**src/hdl/ple_pkg.sv**
```systemverilog
// ----------------------------------------------------------------------------
// ple_pkg
// Shared types and constants for the positional list engine: beat payloads,
// command and status codes, controller states and controller/datapath links.
// ----------------------------------------------------------------------------
package ple_pkg;

   localparam int unsigned VALUE_W = 32;
   localparam int unsigned POS_W   = 5;
   localparam int unsigned LEN_W   = 5;

   typedef enum logic [1:0] {
      CMD_INSERT = 2'd0,
      CMD_DELETE = 2'd1,
      CMD_SEARCH = 2'd2,
      CMD_READ   = 2'd3
   } cmd_type;

   typedef enum logic [1:0] {
      STS_DONE  = 2'd0,
      STS_FULL  = 2'd1,
      STS_EMPTY = 2'd2,
      STS_RANGE = 2'd3
   } status_type;

   typedef struct packed {
      cmd_type                    command;
      logic signed [VALUE_W-1:0]  value;
      logic        [POS_W-1:0]    position;
   } req_type;

   typedef struct packed {
      status_type                 status;
      logic                       found;
      logic signed [VALUE_W-1:0]  read_value;
      logic        [LEN_W-1:0]    length;
   } rsp_type;

   typedef enum logic [3:0] {
      S_IDLE,
      S_CHECK,
      S_INS_TEST,
      S_INS_MOVE,
      S_DEL_TEST,
      S_DEL_MOVE,
      S_SRC_TEST,
      S_SRC_CMP,
      S_RD_FETCH,
      S_RD_CAP,
      S_FINISH
   } state_type;

   // memory read address source
   typedef enum logic [1:0] {
      RA_IDX  = 2'd0,
      RA_PREV = 2'd1,
      RA_NEXT = 2'd2
   } rd_sel_type;

   // memory write data source
   typedef enum logic {
      WD_VALUE = 1'b0,
      WD_SHIFT = 1'b1
   } wr_sel_type;

   typedef struct packed {
      logic       accept;
      logic       check;
      logic       idx_init;
      logic       idx_inc;
      logic       idx_dec;
      logic       mem_rd;
      rd_sel_type rd_sel;
      logic       mem_wr;
      wr_sel_type wr_sel;
      logic       count_inc;
      logic       count_dec;
      logic       set_found;
      logic       cap_read;
      logic       load_rsp;
   } ctl_type;

   typedef struct packed {
      cmd_type cmd;
      logic    bad;
      logic    ins_more;
      logic    del_more;
      logic    src_more;
      logic    hit;
      logic    out_free;
   } stat_type;

endpackage

```
**src/hdl/ple_ctrl.sv**
```systemverilog
// ----------------------------------------------------------------------------
// ple_ctrl
// Command sequencer: accepts a beat, checks it, steps the datapath through
// the shift, scan or read loop and hands the result to the output register.
// ----------------------------------------------------------------------------
module ple_ctrl import ple_pkg::*; (
   input  logic     clock,
   input  logic     reset,
   input  logic     req_valid,
   output logic     req_stall,
   input  stat_type stat,
   output ctl_type  ctl
);

   state_type state_ff, state_in;

   always_ff @(posedge clock) begin
      if (reset) begin
         state_ff <= S_IDLE;
      end else begin
         state_ff <= state_in;
      end
   end

   always_comb begin
      state_in  = state_ff;
      ctl       = '0;
      req_stall = 1'b1;
      unique case (state_ff)
         S_IDLE: begin
            req_stall = 1'b0;
            if (req_valid) begin
               ctl.accept = 1'b1;
               state_in   = S_CHECK;
            end
         end
         S_CHECK: begin
            ctl.check    = 1'b1;
            ctl.idx_init = 1'b1;
            if (stat.bad) begin
               state_in = S_FINISH;
            end else begin
               unique case (stat.cmd)
                  CMD_INSERT: state_in = S_INS_TEST;
                  CMD_DELETE: state_in = S_DEL_TEST;
                  CMD_SEARCH: state_in = S_SRC_TEST;
                  CMD_READ:   state_in = S_RD_FETCH;
                  default:    state_in = S_FINISH;
               endcase
            end
         end
         S_INS_TEST: begin
            if (stat.ins_more) begin
               // fetch the entry that moves back by one
               ctl.mem_rd = 1'b1;
               ctl.rd_sel = RA_PREV;
               state_in   = S_INS_MOVE;
            end else begin
               ctl.mem_wr    = 1'b1;
               ctl.wr_sel    = WD_VALUE;
               ctl.count_inc = 1'b1;
               state_in      = S_FINISH;
            end
         end
         S_INS_MOVE: begin
            ctl.mem_wr  = 1'b1;
            ctl.wr_sel  = WD_SHIFT;
            ctl.idx_dec = 1'b1;
            state_in    = S_INS_TEST;
         end
         S_DEL_TEST: begin
            if (stat.del_more) begin
               ctl.mem_rd = 1'b1;
               ctl.rd_sel = RA_NEXT;
               state_in   = S_DEL_MOVE;
            end else begin
               ctl.count_dec = 1'b1;
               state_in      = S_FINISH;
            end
         end
         S_DEL_MOVE: begin
            ctl.mem_wr  = 1'b1;
            ctl.wr_sel  = WD_SHIFT;
            ctl.idx_inc = 1'b1;
            state_in    = S_DEL_TEST;
         end
         S_SRC_TEST: begin
            if (stat.src_more) begin
               ctl.mem_rd = 1'b1;
               ctl.rd_sel = RA_IDX;
               state_in   = S_SRC_CMP;
            end else begin
               state_in = S_FINISH;
            end
         end
         S_SRC_CMP: begin
            if (stat.hit) begin
               ctl.set_found = 1'b1;
               state_in      = S_FINISH;
            end else begin
               ctl.idx_inc = 1'b1;
               state_in    = S_SRC_TEST;
            end
         end
         S_RD_FETCH: begin
            ctl.mem_rd = 1'b1;
            ctl.rd_sel = RA_IDX;
            state_in   = S_RD_CAP;
         end
         S_RD_CAP: begin
            ctl.cap_read = 1'b1;
            state_in     = S_FINISH;
         end
         S_FINISH: begin
            if (stat.out_free) begin
               ctl.load_rsp = 1'b1;
               state_in     = S_IDLE;
            end
         end
         default: begin
            state_in = S_IDLE;
         end
      endcase
   end

endmodule

```
**src/hdl/ple_datapath.sv**
```systemverilog
// ----------------------------------------------------------------------------
// ple_datapath
// Entry memory, length counter, walk index, command checks and the result
// register. Driven step by step by the controller.
// ----------------------------------------------------------------------------
module ple_datapath import ple_pkg::*; #(
   parameter int CAPACITY = 16
) (
   input  logic     clock,
   input  logic     reset,
   input  req_type  req_data,
   input  ctl_type  ctl,
   output stat_type stat,
   output logic     rsp_valid,
   input  logic     rsp_stall,
   output rsp_type  rsp_data
);

   localparam int CW = $clog2(CAPACITY + 1);
   localparam int AW = $clog2(CAPACITY);
   localparam int PW = (CW > POS_W) ? CW : POS_W;
   localparam int XW = PW + 1;

   logic [VALUE_W-1:0] mem [CAPACITY];

   req_type            req_ff;
   logic [CW-1:0]      count_ff, count_in;
   logic [CW-1:0]      idx_ff, idx_in;
   status_type         status_ff, status_in;
   logic               found_ff;
   logic [VALUE_W-1:0] rdval_ff;
   logic [VALUE_W-1:0] rdata_ff;
   rsp_type            rsp_ff;
   logic               rsp_valid_ff, rsp_valid_in;

   logic [XW-1:0]      cnt_x, pos_x, idx_x;
   logic [CW-1:0]      idx_prev, idx_next;
   logic [AW-1:0]      rd_addr, wr_addr;
   logic [VALUE_W-1:0] wr_data;

   assign cnt_x    = XW'(count_ff);
   assign pos_x    = XW'(req_ff.position);
   assign idx_x    = XW'(idx_ff);
   assign idx_prev = idx_ff - CW'(1);
   assign idx_next = idx_ff + CW'(1);

   // full is checked before position, empty before position
   always_comb begin
      status_in = STS_DONE;
      unique case (req_ff.command) inside
         CMD_INSERT: begin
            if (cnt_x >= XW'(CAPACITY)) begin
               status_in = STS_FULL;
            end else if (pos_x == '0 || pos_x > cnt_x + XW'(1)) begin
               status_in = STS_RANGE;
            end
         end
         CMD_SEARCH: begin
            if (cnt_x == '0) begin
               status_in = STS_EMPTY;
            end
         end
         CMD_DELETE, CMD_READ: begin
            if (cnt_x == '0) begin
               status_in = STS_EMPTY;
            end else if (pos_x == '0 || pos_x > cnt_x) begin
               status_in = STS_RANGE;
            end
         end
         default: begin
            status_in = STS_DONE;
         end
      endcase
   end

   always_comb begin
      idx_in = idx_ff;
      if (ctl.idx_init) begin
         case (req_ff.command)
            CMD_INSERT: idx_in = count_ff;
            CMD_SEARCH: idx_in = '0;
            default:    idx_in = CW'(pos_x - XW'(1));
         endcase
      end else if (ctl.idx_inc) begin
         idx_in = idx_next;
      end else if (ctl.idx_dec) begin
         idx_in = idx_prev;
      end
   end

   always_comb begin
      count_in = count_ff;
      if (ctl.count_inc) begin
         count_in = count_ff + CW'(1);
      end else if (ctl.count_dec) begin
         count_in = count_ff - CW'(1);
      end
   end

   always_comb begin
      case (ctl.rd_sel)
         RA_PREV: rd_addr = idx_prev[AW-1:0];
         RA_NEXT: rd_addr = idx_next[AW-1:0];
         default: rd_addr = idx_ff[AW-1:0];
      endcase
   end

   assign wr_addr = idx_ff[AW-1:0];
   assign wr_data = (ctl.wr_sel == WD_SHIFT) ? rdata_ff : req_ff.value;

   always_ff @(posedge clock) begin
      if (ctl.mem_wr) begin
         mem[wr_addr] <= wr_data;
      end
      if (ctl.mem_rd) begin
         rdata_ff <= mem[rd_addr];
      end
   end

   assign rsp_valid_in = ctl.load_rsp ? 1'b1 : (rsp_valid_ff && rsp_stall);

   always_ff @(posedge clock) begin
      if (reset) begin
         count_ff     <= '0;
         rsp_valid_ff <= 1'b0;
      end else begin
         count_ff     <= count_in;
         rsp_valid_ff <= rsp_valid_in;
      end
   end

   always_ff @(posedge clock) begin
      idx_ff <= idx_in;
      if (ctl.accept) begin
         req_ff   <= req_data;
         found_ff <= 1'b0;
         rdval_ff <= '0;
      end
      if (ctl.check) begin
         status_ff <= status_in;
      end
      if (ctl.set_found) begin
         found_ff <= 1'b1;
      end
      if (ctl.cap_read) begin
         rdval_ff <= rdata_ff;
      end
      if (ctl.load_rsp) begin
         rsp_ff.status     <= status_ff;
         rsp_ff.found      <= found_ff;
         rsp_ff.read_value <= rdval_ff;
         rsp_ff.length     <= LEN_W'(count_ff);
      end
   end

   assign stat.cmd      = req_ff.command;
   assign stat.bad      = (status_in != STS_DONE);
   assign stat.ins_more = (idx_x >= pos_x);
   assign stat.del_more = (idx_x + XW'(1) < cnt_x);
   assign stat.src_more = (idx_x < cnt_x);
   assign stat.hit      = (rdata_ff == req_ff.value);
   assign stat.out_free = !rsp_valid_ff || !rsp_stall;

   assign rsp_valid = rsp_valid_ff;
   assign rsp_data  = rsp_ff;

   a_count_bound: assert property (@(posedge clock) disable iff (reset)
      count_ff <= CW'(CAPACITY))
      else $error("list length above capacity");

   a_count_cmd: assert property (@(posedge clock) disable iff (reset)
      !$stable(count_ff) |-> $past(ctl.count_inc || ctl.count_dec || reset))
      else $error("list length changed without insert or delete");

   a_wr_addr: assert property (@(posedge clock) disable iff (reset)
      ctl.mem_wr |-> (XW'(wr_addr) < XW'(CAPACITY)))
      else $error("entry write beyond capacity");

   a_no_overflow: assert property (@(posedge clock) disable iff (reset)
      ctl.count_inc |-> (count_ff < CW'(CAPACITY)))
      else $error("insert into a full list");

endmodule

```
**src/hdl/positional_list_engine.sv**
```systemverilog
// ----------------------------------------------------------------------------
// positional_list_engine
// Ordered list of up to CAPACITY signed words with insert at position,
// delete at position, search and read; one result beat per command beat.
// Entries sit in one memory that the sequencer reads and writes in separate
// steps, so one command is worked on at a time; each entry that is moved
// or compared takes one memory read then one memory write or compare.
// Rejected commands (full, empty, out of range) skip the loops. The result
// register lets a new command be taken while the previous result is stalled.
// No clearing pass is needed after reset; length restarts at zero.
// ----------------------------------------------------------------------------
module positional_list_engine import ple_pkg::*; #(
   parameter int CAPACITY = 16
) (
   input  logic    clock,
   input  logic    reset,
   input  logic    req_valid,
   output logic    req_stall,
   input  req_type req_data,
   output logic    rsp_valid,
   input  logic    rsp_stall,
   output rsp_type rsp_data
);

   ctl_type  ctl;
   stat_type stat;

   ple_ctrl u_ctrl (
      .clock     (clock),
      .reset     (reset),
      .req_valid (req_valid),
      .req_stall (req_stall),
      .stat      (stat),
      .ctl       (ctl)
   );

   ple_datapath #(
      .CAPACITY (CAPACITY)
   ) u_datapath (
      .clock     (clock),
      .reset     (reset),
      .req_data  (req_data),
      .ctl       (ctl),
      .stat      (stat),
      .rsp_valid (rsp_valid),
      .rsp_stall (rsp_stall),
      .rsp_data  (rsp_data)
   );

endmodule

```
**config.mk**
```make
export PLATFORM = sky130hd
export DESIGN_NAME = positional_list_engine
export DESIGN_NICKNAME = d
export VERILOG_FILES = /design/src/hdl/ple_pkg.sv /design/src/hdl/ple_ctrl.sv /design/src/hdl/ple_datapath.sv /design/src/hdl/positional_list_engine.sv
export SDC_FILE = /design/constraint.sdc
export NUM_CORES = 1
export LEC_CHECK = 0
export ABC_CLOCK_PERIOD_IN_PS = 5100
export BUFFER_PORTS_ARGS = -buffer_cell sky130_fd_sc_hd__buf_2
export CORE_MARGIN = 8
export CORE_UTILIZATION = 62
export CTS_CLUSTER_SIZE = 16
export DETAILED_ROUTE_END_ITERATION = 8
export PLACE_DENSITY_LB_ADDON = 0.08
export SETUP_SLACK_MARGIN = 0.05
export SYNTH_ARGS = -nofsm -noshare
export SYNTH_HDL_FRONTEND = slang
export SYNTH_SLANG_ARGS = --single-unit
```
**constraint.sdc**
```tcl
create_clock -name clock -period 5.1 [get_ports clock]
set_input_delay 0.255 -clock clock [delete_from_list [all_inputs] [get_ports clock]]
set_output_delay 0.255 -clock clock [all_outputs]
set_load 0.005 [all_outputs]
```
Word level (Yosys, flattened, before mapping)
Memory sizes are Yosys's and may differ from the RTL's. A register that Yosys moved wholly into a read port is not among the register bits.
Index checks and enable logic that the tools add are counted.

cells by class
  add/sub/neg operators = 7
  $lt $le $gt $ge = 6
  eq/ne operators = 18
  muxes and demuxes = 49
  reductions and logical operators = 17

operators by type and width
  kind                                              count
  two-way mux 32 bit                                3
  case mux 4 bit (11 select lines)                  1
  == test 32 bit                                    1
  two-way mux 4 bit                                 7
  two-way mux 5 bit                                 5
  == test 4 x 3 -> 1 bit, second input constant     4
  two-way mux 1 bit                                 16
  case mux 4 bit (4 select lines)                   1
  subtractor 5 x 1 -> 5 bit, second input constant  3
  adder 5 x 1 -> 6 bit, second input constant       2
  == test 4 bit, second input constant              3
  logical NOT 6 bit                                 2
  two-way mux 2 bit                                 6
  two-way mux 3 bit                                 4
  case mux 3 bit (4 select lines)                   1
  adder 5 x 1 -> 5 bit, second input constant       2
  case mux 5 bit (2 select lines)                   1
  == test 4 x 2 -> 1 bit, second input constant     2
  case mux 4 bit (2 select lines)                   1
  == test 2 bit, second input constant              3
  > comparator 5 x 6 -> 1 bit                       1
  < comparator 6 x 5 -> 1 bit                       1
  case mux 2 bit (3 select lines)                   1
  nonzero test 2 bit                                3
  other kinds (17)                                  23

storage, ports and cells
  register bits after elaboration = 129
  RAM bits = 512
  input bits = 43
  output and inout port bits = 42
  logic and storage cells = 112
  memories = 1

memory list
  memory          words  width  read ports  clocked after memory_dff  write ports  line                RTL
  u_datapath.mem  16     32     1           1                         1            ple_datapath.sv:24  logic [VALUE_W-1:0] mem [CAPACITY];

Logic depth before layout (Yosys ltp)
  depth in word-level cells = 9
  depth in mapped cells = 18
  mapped depth without buffers = 15

By module
Synthesis repeated with hierarchy kept, for this count alone.

second synthesis, totals
  cell total of the unflattened synthesis = 1336
  area total of the unflattened synthesis = 26716.9 um^2

modules (own cells, without submodules)
  module        times used  cells an instance  area each (um^2)  sequential area each (um^2)
  ple_datapath  1           1273               26218.9           20019.2
  ple_ctrl      1           63                 498.0             80.1

Worst setup path before layout
No wires, ideal clock.

  path type = register -> register
  start point = reg u_datapath.idx_ff[0]
  end point = mem u_datapath.mem[0][0], enable pin
  library setup time = 0.461 ns
  arrival time = 3.899 ns
  required time = 4.639 ns
  slack = 0.740 ns
  cell stages (with the launch flop) = 10
  path buffers = 1
  period minus slack after synthesis = 4.360 ns
  cell sequence = edfxtp_1 > buf_2 > inv_1 > ha_1 > nor2b_1 > o21ai_0 > a21oi_1 > o21a_1 > o21ai_1 > nor3_1

on the way
  word-level cells in the longest chain between the ends = 5

ends and longest elaborated chain
  element                                  line                 RTL
  from (decl)                              ple_datapath.sv:28   logic [CW-1:0] idx_ff, idx_in;
  from (signal assigned)                   ple_datapath.sv:133  idx_ff <= idx_in;
  greater-or-equal comparator 5 bit        ple_datapath.sv:158  assign stat.ins_more = (idx_x >= pos_x);
  two-way mux 3 bit                        ple_ctrl.sv:53       if (stat.ins_more) begin
  case mux 2 bit (2 select lines)          ple_ctrl.sv:29       unique case (state_ff)
  two-way mux 1 bit                        ple_datapath.sv:112  if (ctl.mem_wr) begin
  two-way mux 1 bit (implied by the code)  ple_datapath.sv:113  mem[wr_addr] <= wr_data;
  to (decl)                                ple_datapath.sv:24

Several ways; a longest one is shown, not always the timed one.

Worst setup path in the final report
  start point = reg u_datapath.idx_ff[0]
  end point = reg u_datapath.rdata_ff[23], read port of u_datapath.mem, data pin

on the way
  word-level cells in the longest chain between the ends = 6
  elaborated cells on any way between the ends = 13
  those cells by class = 3 x add/sub; 3 x order compare; 2 x eq/ne; 5 x mux

ends and longest elaborated chain
  element                                                         line                 RTL
  adder 5 x 1 -> 6 bit                                            ple_datapath.sv:159  assign stat.del_more = (idx_x + XW'(1) < cnt_x);
  < comparator 6 x 5 -> 1 bit                                     ple_datapath.sv:159
  two-way mux 3 bit                                               ple_ctrl.sv:72       if (stat.del_more) begin
  case mux 3 bit (4 select lines)                                 ple_ctrl.sv:29
  == test 2 bit / == test 2 x 1 -> 1 bit (equally long branches)  ple_datapath.sv:101  case (ctl.rd_sel)
  case mux 4 bit (2 select lines)                                 ple_datapath.sv:101
  to (decl)                                                       ple_datapath.sv:32   logic [VALUE_W-1:0] rdata_ff;

Several ways; a longest one is shown, not always the timed one.
A chain may end at the register's enable or synchronous reset.

==> flow_summary.ini <==
[global_routing]
gr-usage-all-layers_pct = 24.12
antenna_found_initial = 0
grt_max_degree = 69
grt_pass1_vias = 13840
grt_overflow = 0
grt_pass1_wl_um = 88490

[routing]
post_drt_via_cell_ratio = 6.230
wl_um = 60040
via_count = 13380
drc_errors = 0
routedWlPerCell_um = 27.97
antenna_left = 0
firstDrtPassIters = 5
drt-initial-drc-count = 1324

[worst_setup_path]
crit_type = reg -> reg
reg2reg_depth = 14
cpPeakStageDelay_ns = 0.59
crit_path_top_delay_cell = ha_1
cp_max_fo = 33
worstPathArrival_ns = 4.95
crit_chain = inv_1 > ha_1 > ha_1 > or3_1 > o221ai_1 > nand3_1 > ha_1 > nor3_1 > a21oi_4 > buf_12 > buf_4 > mux4_2 > mux2i_1 > mux2i_1
endpoint_kind = flip-flop
cp_common_cell = ha_1
crit_path_start_kind = flip-flop
cp.required_ns = 5.43

[power]
internal-power_mw = 11.89
p_sw_share_pct = 30.16
switchingPower_mw = 5.134
clkPwrFrac_pct = 27.5
p_comb_share_pct = 27.9
power.leakage_nw = 10.40
p_total_mw = 17.02
power_density_nw_per_um2 = 549.0
p_seq_share_pct = 44.5
ir_drop_mv = 0.3969

[floorplanning]
dieArea_um2 = 50590
core_um2 = 43080
rows = 76
die_w_um = 224.9
pin_count = 85
start_util_pct = 62.83
chipHeight_um = 224.9

[flow_run]
drv_cap = 0

[clocking]
cts_buffer_depth = 3
htree_levels = 3
ctsResizeCount = 0
cts_tree = done
clockRootBuffer = clkbuf_16
worstSkewPairLatency_ns = 0.60
cts_buffers = 67
cts.sinks = 673
postCtsSetupRepairBufs = 0
cts.reportedPaths.clkPinSlew_ns = 0.06
ctsHoldBuffers = 41

[timing]
max_freq_ghz = 0.2168
rsz0062_at_grt = false
finClkSkew_ns = 0.01710
slew_headroom_pct = 17.55
tightest_slew_ns = 1.232
post-route-period-util_pct = 90.44
finalHoldViolCount = 0
setup_ws_ns = 0.4876
final.min_clock_period_ns = 4.612
setup_tns_ns = 0
maxSlewViolCount = 0
setup_violations = 0

[layout]
drive_gt1_share_pct = 24.58
stdcell_count = 2147
synthToLayoutAreaGrowth_pct = 14.57
n_antenna_cell = 0
nNetsFinal = 1596

[synth]
synth_top_family_by_area = multiplexers
synth_ff_type = edfxtp_1
synthSimpleGateAreaFrac_pct = 2.769
synth-edff-count = 662
synth_compound_area_share_pct = 2.191
synth_xor_area_share_pct = 1.521
ys_types = 62
syn_area_per_cell_um2 = 20.38
syn_nets = 1413
synthArstFlopShare_pct = 0
synthMuxAreaShare_pct = 15.61
syn_inst = 1328
synth.yosys.warnings = 0
ys_seq_elements = 673
ys_seq_area_share_pct = 74.27
synthAdderAreaFrac_pct = 1.969
syn_area_um2 = 27060

[placed_design]
io_buffers = 84
gp_congestion = 0.8116
hpwl_um = 33570
pre_cts_slack_ns = 0.4635
dp.cells = 1986

[hold_path]
holdPathStages = 3
hp-class = in -> reg

[status]
status = finished, final reports clean
power groups by stage:
| stage | Combinational, mW | Clock (mW) | Sequential [mW] |
|---|---|---|---|
| after global placement | 4.66 | 0 | 7.67 |
| after global routing | 5.14 | 4.95 | 7.63 |
| after detailed placement | 4.75 | 0 | 7.69 |
| after floorplan | 3.45 | 0 | 7.54 |
| final | 4.76 | 4.69 | 7.58 |
| after CTS | 4.79 | 4.75 | 7.58 |
cell usage in the layout, fill, tap and decap left out, types with 19 or more instances in the layout:
cell type and count:
a21oi_1 20, and2_1 35, buf_2 84, buf_4 35, clkbuf_16 70, dlygate4sd3_1 41
edfxtp_1 662, ha_1 41, inv_1 23, mux2_1 30, mux2i_1 98, mux4_2 128
xnor2_1 28, xor2_1 19
Yosys cell counts, drive strengths merged, types with 5 or more instances:
master	instances	area, um2
edfxtp	662	19880
mux4	128	2883
mux2i	98	980.9
ha	41	513.0
and2	35	219.0
mux2	32	360.3
buf	30	254.0
xnor2	28	245.2
inv	27	101.4
clkbuf	26	97.59
nor2	25	93.84
a21oi	24	120.1
o21ai	21	105.1
xor2	19	166.4
nand2	18	67.56
nand3	12	60.06
nor3	12	60.06
dfxtp	11	220.2
a211oi	6	45.04
nand4	6	37.54
nor2b	5	31.28
nor4	5	31.28
o31ai	5	56.30
logic make-up after synthesis:
logic type,count (synthesis)
compound gates,87
simple gates,138
buf+inv,83
mux,258
xor+xnor,47
flops,673
fa+ha+maj,42
metal layers:
metal  vias to the layer above  part of all wire (%)  GRT usage [%]
met1                      6936                    40          32.22
li1                       5772                     -              -
met3                       120                   7.5          5.296
met4                         0                   2.8          7.238
met5                         -                     0              0
met2                       547                    49          39.90
flip-flops by register name (all words and copies together), names as in the netlist, 4 cells and up:
register,cells
u_datapath.req_ff,32
u_datapath.mem,512
u_ctrl.state_ff,4
u_datapath.rdval_ff,32
u_datapath.idx_ff,5
u_datapath.count_ff,5
u_datapath.rdata_ff,32
u_datapath.rsp_data,40
u_datapath.pos_x,5
worst paths after layout:
| path | slack, ns | endpoint | from |
|---|---|---|---|
| max | 0.49 | u_datapath.rdata_ff[23]$_DFFE_PP_ | u_datapath.idx_ff[0]$_DFFE_PP_ |
| min | 0.08 | u_datapath.rsp_valid$_SDFF_PP0_ | rsp_stall |
| max reg2reg | 0.49 | u_datapath.rdata_ff[23]$_DFFE_PP_ | u_datapath.idx_ff[0]$_DFFE_PP_ |
| min reg2reg | 0.42 | u_datapath.rsp_data[38]$_DFFE_PP_ | u_datapath.status_ff[0]$_DFFE_PP_ |
critical path: cells and delay by family, from the launching register on:
| kind | cells | cell delay [ns] |
|---|---|---|
| fa+ha+maj | 3 | 1.17 |
| flops | 1 | 0.58 |
| compound gates | 2 | 0.39 |
| simple gates | 3 | 0.64 |
| mux | 3 | 0.80 |
| buf+inv | 3 | 0.74 |
stage by stage:
| stage | hold slack, ns | utilization [%] | instance area [um2] |
|---|---|---|---|
| after floorplan | 0.3539 | - | 27060 |
| after global placement | 0.4016 | 66.18 | 28510 |
| after detailed placement | 0.4045 | 66.18 | 28510 |
| after CTS | 0.03915 | 71.98 | 31010 |
| after global routing | 0.06938 | 71.98 | 31010 |
| final | 0.08004 | 71.98 | 31010 |
layout make-up:
type,count,area (um2)
Clock buffer,81,1793
Clock inverter,39,294.0
Fill cell,2596,12070
Inverter,27,101.3
Multi-Input combinational cell,572,6694
Sequential cell,673,20100
Tap cell,585,732.0
Timing Repair Buffer,170,1294
No activity file was read; power rests on OpenSTA's default activity.
